===== config.mk =====
export PLATFORM = sky130hd
export DESIGN_NAME = rolling_code_frame_encrypt_flat
export DESIGN_NICKNAME = d
export VERILOG_FILES = /design/src/rtl/rcfe_pkg.sv /design/src/rtl/rcfe_if.sv /design/src/rtl/rolling_code_frame_encrypt.sv /design/src/flat_wrapper.sv
export SDC_FILE = /design/constraint.sdc
export NUM_CORES = 1
export LEC_CHECK = 0
export ABC_AREA = 1
export BUFFER_PORTS_ARGS = -buffer_cell sky130_fd_sc_hd__buf_2
export CAP_MARGIN = 20
export CELL_PAD_IN_SITES_DETAIL_PLACEMENT = 1
export CELL_PAD_IN_SITES_GLOBAL_PLACEMENT = 2
export CORE_MARGIN = 10
export CORE_UTILIZATION = 38
export DETAILED_ROUTE_END_ITERATION = 8
export GPL_TIMING_DRIVEN = 0
export HOLD_SLACK_MARGIN = 0.03
export PLACE_DENSITY_LB_ADDON = 0.1
export SYNTH_ARGS = -nofsm -noshare
export SYNTH_HDL_FRONTEND = slang
export SYNTH_SLANG_ARGS = --single-unit

===== constraint.sdc =====
create_clock -name clock -period 12.9 [get_ports clock]
set_input_delay 0.645 -clock clock [delete_from_list [all_inputs] [get_ports clock]]
set_output_delay 0.645 -clock clock [all_outputs]
set_load 0.02 [all_outputs]

===== src/rtl/rcfe_pkg.sv =====
// Shared widths, register indexes and the key table for the rolling code frame encryptor.
package rcfe_pkg;

   localparam int CodeWidth   = 16;
   localparam int RepeatWidth = 4;
   localparam int SerialWidth = 28;
   localparam int ButtonWidth = 4;
   localparam int FrameWidth  = 52;
   localparam int CsrIdxWidth = 4;
   localparam int CsrDatWidth = 32;
   localparam int KeyDepth    = 32;

   typedef enum logic [CsrIdxWidth-1:0] {
      CSR_DEVICE_SERIAL = 4'd0,
      CSR_BUTTON_ID     = 4'd1
   } csr_index_type;

   typedef logic [5:0][7:0] cipher_bytes_type;

   localparam logic [7:0] KeyTable [KeyDepth] = '{
      8'd25,  8'd5,   8'd63,  8'd97,  8'd203, 8'd109, 8'd69,  8'd10,
      8'd3,   8'd7,   8'd64,  8'd5,   8'd71,  8'd134, 8'd180, 8'd74,
      8'd41,  8'd158, 8'd102, 8'd199, 8'd93,  8'd118, 8'd175, 8'd101,
      8'd60,  8'd77,  8'd143, 8'd174, 8'd103, 8'd148, 8'd29,  8'd85
   };

   localparam logic [7:0] KeyOffset   = 8'h25;
   localparam logic [7:0] FoldHiMask  = 8'hE0;
   localparam logic [7:0] FoldLoMask  = 8'h07;
   localparam logic [3:0] RepeatFlip  = 4'hF;

endpackage


===== src/rtl/rcfe_if.sv =====
// Handshake channel interfaces for requests, responses and register writes.
interface rcfe_req_if import rcfe_pkg::*; ();
   logic                   valid;
   logic                   ready;
   logic [CodeWidth-1:0]   rolling_code;
   logic [RepeatWidth-1:0] repeat_index;

   modport source (output valid, output rolling_code, output repeat_index, input ready);
   modport sink   (input valid, input rolling_code, input repeat_index, output ready);
endinterface

interface rcfe_rsp_if import rcfe_pkg::*; ();
   logic                  valid;
   logic                  ready;
   logic [FrameWidth-1:0] frame_bits;

   modport source (output valid, output frame_bits, input ready);
   modport sink   (input valid, input frame_bits, output ready);
endinterface

interface rcfe_csr_if import rcfe_pkg::*; ();
   logic                   valid;
   logic                   ready;
   logic [CsrIdxWidth-1:0] index;
   logic [CsrDatWidth-1:0] data;

   modport source (output valid, output index, output data, input ready);
   modport sink   (input valid, input index, input data, output ready);
endinterface


===== src/rtl/rolling_code_frame_encrypt.sv =====
// Rolling code frame encryptor: two-round keyed obfuscation and radio frame assembly.
// An accepted request goes to the input register, then its frame to the result register.
// One item per cycle unless the response stalls; the cipher sits between the registers.
// A stalled response holds the result register, and the input register behind it.
// Reset (synchronous, active high) empties both stages and clears serial and button to 0.
// The register port always accepts; writes to an unknown index are dropped.
module rolling_code_frame_encrypt import rcfe_pkg::*; (
   input  logic         clock,
   input  logic         reset,
   rcfe_req_if.sink     req_chan,
   rcfe_rsp_if.source   rsp_chan,
   rcfe_csr_if.sink     csr_chan
);

   // configuration registers
   logic [SerialWidth-1:0] serial_ff;
   logic [ButtonWidth-1:0] button_ff;

   // input stage
   logic                   in_valid_ff;
   logic [CodeWidth-1:0]   code_ff;
   logic [RepeatWidth-1:0] repeat_ff;

   // result stage
   logic                   out_valid_ff;
   logic [FrameWidth-1:0]  frame_ff;
   logic [FrameWidth-1:0]  frame_in;

   logic out_open;
   logic in_open;

   // One keyed half step: look up the key, xor it into the upper bytes,
   // keep byte 5 a nibble and fold part of the key into byte 0.
   function automatic cipher_bytes_type half_step(cipher_bytes_type b, logic second);
      logic [7:0]       key;
      cipher_bytes_type r;
      if (second) begin
         key = KeyTable[b[0][7:3]] + KeyOffset;
      end else begin
         key = KeyTable[b[0][4:0]];
      end
      r = b;
      for (int i = 1; i < 6; i++) begin
         r[i] = b[i] ^ key;
      end
      r[5] = {4'h0, r[5][3:0]};
      r[0] = b[0] ^ (key & (second ? FoldLoMask : FoldHiMask));
      return r;
   endfunction

   // The result stage opens when it is empty or its item is taken;
   // the input stage opens when it is empty or its item moves on.
   assign out_open = !out_valid_ff || rsp_chan.ready;
   assign in_open  = !in_valid_ff || out_open;

   assign req_chan.ready   = in_open;
   assign csr_chan.ready   = 1'b1;
   assign rsp_chan.valid   = out_valid_ff;
   assign rsp_chan.frame_bits = frame_ff;

   // cipher and frame assembly
   always_comb begin
      cipher_bytes_type b;
      cipher_bytes_type s;
      logic [7:0]       tmp;
      b[0] = code_ff[7:0];
      b[1] = code_ff[15:8];
      b[2] = serial_ff[7:0];
      b[3] = serial_ff[15:8];
      b[4] = serial_ff[23:16];
      b[5] = {4'h0, serial_ff[27:24]};

      // first round, then swap bytes 0 and 1
      b   = half_step(b, 1'b0);
      b   = half_step(b, 1'b1);
      tmp  = b[0];
      b[0] = b[1];
      b[1] = tmp;

      // second round
      b = half_step(b, 1'b0);
      b = half_step(b, 1'b1);

      // inverting shuffle
      s[5] = {4'h0, ~b[5][3:0]};
      s[4] = ~b[0];
      s[0] = ~b[2];
      s[2] = ~b[4];
      s[3] = ~b[1];
      s[1] = ~b[3];

      frame_in = {button_ff, repeat_ff ^ button_ff ^ RepeatFlip, s[5][3:0],
                  s[4], s[3], s[2], s[1], s[0]};
   end

   always_ff @(posedge clock) begin
      if (reset) begin
         serial_ff    <= '0;
         button_ff    <= '0;
         in_valid_ff  <= 1'b0;
         out_valid_ff <= 1'b0;
      end else begin
         // register writes; unknown indexes drop
         if (csr_chan.valid) begin
            unique case (csr_chan.index)
               CSR_DEVICE_SERIAL: serial_ff <= csr_chan.data[SerialWidth-1:0];
               CSR_BUTTON_ID:     button_ff <= csr_chan.data[ButtonWidth-1:0];
               default: ;
            endcase
         end
         // advance the input stage
         if (in_open) begin
            in_valid_ff <= req_chan.valid;
         end
         // advance the result stage
         if (out_open) begin
            out_valid_ff <= in_valid_ff;
         end
      end
   end

   // payload registers, no reset
   always_ff @(posedge clock) begin
      if (in_open && req_chan.valid) begin
         code_ff   <= req_chan.rolling_code;
         repeat_ff <= req_chan.repeat_index;
      end
      if (out_open && in_valid_ff) begin
         frame_ff <= frame_in;
      end
   end

endmodule

===== src/flat_wrapper.sv =====
// flat-port wrapper written by rule: the top's interface ports become plain ports
module rolling_code_frame_encrypt_flat import rcfe_pkg::*;
  (clock, reset, req_chan_valid, req_chan_rolling_code, req_chan_repeat_index, req_chan_ready, rsp_chan_valid, rsp_chan_frame_bits, rsp_chan_ready, csr_chan_valid, csr_chan_index, csr_chan_data, csr_chan_ready);
  rcfe_req_if req_chan_i ();
  rcfe_rsp_if rsp_chan_i ();
  rcfe_csr_if csr_chan_i ();
  input  logic clock;
  input  logic reset;
  input wire logic [$bits(req_chan_i.valid)-1:0] req_chan_valid;
  input wire logic [$bits(req_chan_i.rolling_code)-1:0] req_chan_rolling_code;
  input wire logic [$bits(req_chan_i.repeat_index)-1:0] req_chan_repeat_index;
  output wire logic [$bits(req_chan_i.ready)-1:0] req_chan_ready;
  output wire logic [$bits(rsp_chan_i.valid)-1:0] rsp_chan_valid;
  output wire logic [$bits(rsp_chan_i.frame_bits)-1:0] rsp_chan_frame_bits;
  input wire logic [$bits(rsp_chan_i.ready)-1:0] rsp_chan_ready;
  input wire logic [$bits(csr_chan_i.valid)-1:0] csr_chan_valid;
  input wire logic [$bits(csr_chan_i.index)-1:0] csr_chan_index;
  input wire logic [$bits(csr_chan_i.data)-1:0] csr_chan_data;
  output wire logic [$bits(csr_chan_i.ready)-1:0] csr_chan_ready;
  assign req_chan_i.valid = req_chan_valid;
  assign req_chan_i.rolling_code = req_chan_rolling_code;
  assign req_chan_i.repeat_index = req_chan_repeat_index;
  assign req_chan_ready = req_chan_i.ready;
  assign rsp_chan_valid = rsp_chan_i.valid;
  assign rsp_chan_frame_bits = rsp_chan_i.frame_bits;
  assign rsp_chan_i.ready = rsp_chan_ready;
  assign csr_chan_i.valid = csr_chan_valid;
  assign csr_chan_i.index = csr_chan_index;
  assign csr_chan_i.data = csr_chan_data;
  assign csr_chan_ready = csr_chan_i.ready;
  rolling_code_frame_encrypt u_core (.clock(clock), .reset(reset), .req_chan(req_chan_i), .rsp_chan(rsp_chan_i), .csr_chan(csr_chan_i));
endmodule

==> impl_results.md <==
- Status: finished, final reports clean
- Root Buffer: clkbuf_16
- Largest family of logic cells by synthesized area: simple AND/OR/NAND/NOR gates
- Post-synthesis simple-gate area fraction: 0.2934
- Data arrival time of the worst path: roughly 7.6 ns
- Chip Height: 164.5 um
- Syn Inst Count: 950
- Chip Width: 164.5 um
- Kind of end point of the critical path: flip-flop
- Synthesis warning total: 0
- Leading area contributor after synthesis: edfxtp_1
- Fin Clk Skew: about 0.011 ns
- Synth Area in Compound Gates: 0.07480
- Final Hold Vio Count: 0
- Setup violators final: 0
- First-pass detailed-route iteration total: 4
- Syn_nets: 1039
- GPL Wtd Cong: 0.8589
- Worst Hold Class: in2reg
- Worst Setup SP: u_core.code_ff[1]
- Ports: between 100 and 150
- CTS tree: done
- Via count: ~6600
- First-pass GRT wire length: approximately 38000 um
- Synth top area cells: edfxtp_1 27%, xor2_1 12%, nand2_1 9.7%
- Top cell type's share of synthesized area: 0.2727
- Min Tclk post-route: 7.486 ns
- CTS sink cnt: 106
- XOR/XNOR Fraction of Synth Area: 0.1499
- Post-route insts no fill: 1347
- Worst-path clk slew: roughly 0.080 ns
- Commonest cells after routing, fill and taps aside: 204 x nand2_1, 111 x buf_2, 105 x xor2_1
- Asr flop ratio synth: 0
- R2r setup slk: between 5 and 6 ns
- Slew Viols, Final: 0
- Grt total ovfl: 0
- Initial antenna violation count: 0
- Crit Path Class: reg2reg
- Max-cap violation count: 0
- Cts repair resizes: 0
- Mapped cell area: 7929 sq um
- Fin Setup TNS: 0 ns
- Top_reg_cell synth: edfxtp_1
- Slowest cell delay on critical path: about 0.58 ns
- Commonest non-fill, non-tap cell in the layout: nand2_1
- IO Port Bufs: 109
- Slowest-stage cell, CP: edfxtp_1
- Crit path max fanout: 8
- Number of synthesized flops with an enable pin: 72
- Multi-input logic area: 4473 sq um
- Routed len/inst: about 18 um
- CTS buffer count: 9
- GR Util met2: 0.3087
- Slew @ Worst Pin: roughly 1.1 ns
- Final period util: 0.5803
- #FFs+latches synth: 106
- FF/Latch Area: approximately 2800 sq um
- Row cnt: 52
- HP Start: req_chan_rolling_code[0]
- Setup Buffers After CTS: 0
- Core ar.: 20360 sq um
- DP Worst Slack: 5.287 ns
- Critical Path RT: 13.02 ns
- R2r startpoint: u_core.code_ff[1]
- Area growth syn-to-layout: 15.21%
- Routed Antenna Nets: 0
- Layout cells sized above 1: 0.2351
- Drt drc: 0
- Mux contribution to synthesized area: 0
- Global-route usage over all layers: 0.1790
- Clock buffer depth: 2
- Synth Area in Adders: 0.04418
- Vias/cell: 4.872
- CP Launch Type: flip-flop
- Final wirelength: 24100 um
- Placed instance count: approximately 1300
- GRT busiest layer: met2
- Largest net degree at the start of global routing: 33
- Fillers: 2531
- Initial Utilization: 0.3893
- Crit-path leading delay family: simple AND/OR/NAND/NOR gates
- Grt met3 use: 0.02962
- Relative slew margins: 0.2776
- NumNets Final: between 1000 and 1500
- H-Tree Depth: 3
- RSZ-0062 raised after global routing: false
- 1st-iter DRT viols: between 200 and 300
- Met1 Resource Use GR: 0.2327
- Post-DP HPWL: 19500 um
- CTS Hold Bufs: 0
- Most frequent CP cell: nand2_1
- Syn Area/Cell: about 8.3 sq um
- CP bufs+invs: 8
- Area of the die: 27040 sq um
- Share of the yosys chip area belonging to registers: 0.3585
- Yosys cell types: between 40 and 50
- Worst-skew pair later-pin latency: between 0.3 and 0.4 ns
- FMAX: 0.1336 GHz
- Final WS setup: 5.414 ns
- Vias in the first global route: slightly below 7000
==> final cells by class <==
| cell class | count | area share |
|---|---|---|
| inverters | 107 | 0.04506 |
| clock inverters | 5 | 0.005068 |
| flip-flops and latches | 106 | 0.3112 |
| plain buffers | 29 | 0.02328 |
| repair buffers | 110 | 0.06191 |
| multi-input cells | 708 | 0.4897 |
| well taps | 270 | 0.03698 |
| clock buffers | 11 | 0.02657 |
| diodes | 1 | 0.0002739 |
==> synthesized netlist by cell type, types with 4 or more instances <==
cell type / number
nand2_1: 204
nand3_1: 102
nand4_1: 5
nand3_2: 13
buf_6: 12
a211oi_1: 28
inv_4: 4
o21ai_0: 19
nand2_4: 24
o21ai_1: 8
inv_2: 11
xnor2_1: 27
nor2_1: 43
nand2_2: 43
edfxtp_1: 72
a21oi_1: 21
inv_1: 92
clkbuf_1: 10
ha_1: 28
dfxtp_1: 34
xor2_1: 105
a31oi_1: 4
o211ai_1: 7
==> stage by stage <==
step	instance area (sq um)	util	hold slack, ns
after global routing	9133	0.4485	0.4383
after CTS	9133	0.4485	0.4422
final	9135	0.4486	0.4490
after detailed placement	8843	0.4343	0.4611
after floorplan	7929	-	0.4456
after global placement	8812	0.4327	0.4562
==> registers in the layout, summed over array words and instances, names as in the netlist <==
register	flops
u_core.repeat_ff	4
u_core.in_valid_ff	1
u_core.rsp_chan.frame_bits	52
u_core.code_ff	16
u_core.rsp_chan.valid	1
u_core.button_ff	4
u_core.serial_ff	28
==> logic make-up (layout without fill, tap and decap cells) <==
logic type / count (synthesis) / count (layout)
AO/OA/AOI/OAI: 93 / 93
buffers and inverters: 136 / 262
XOR/XNOR: 134 / 134
flip-flops: 106 / 106
AND/OR/NAND/NOR: 452 / 452
adder cells (fa/ha/maj): 28 / 28
other: 1 / 2
==> routing by layer <==
metal | wire length (um) | vias up
met1 | 11110 | 3119
met4 | 161 | 0
li1 | - | 3345
met2 | 11910 | 88
met3 | 914 | 11
met5 | 0 | -
==> worst register-to-register path: cells and delay by family (launching register included) <==
| kind | cells | cell delay (ns) |
|---|---|---|
| buffers and inverters | 8 | 1.31 |
| AND/OR/NAND/NOR | 20 | 2.43 |
| flip-flops | 1 | 0.58 |
| adder cells (fa/ha/maj) | 4 | 1.34 |
| XOR/XNOR | 5 | 1.58 |
==> worst paths after layout <==
check                                                       to  cells past startpoint
worst max-delay path            u_core.rsp_chan.frame_bits[41]                     37
worst min-delay path                         u_core.code_ff[0]                      1
worst max register to register  u_core.rsp_chan.frame_bits[41]                     37
worst min register to register             u_core.serial_ff[9]                      2
Power is not shown: default switching activity piles up to over one toggle a cycle in this logic, so the estimate is an artifact.
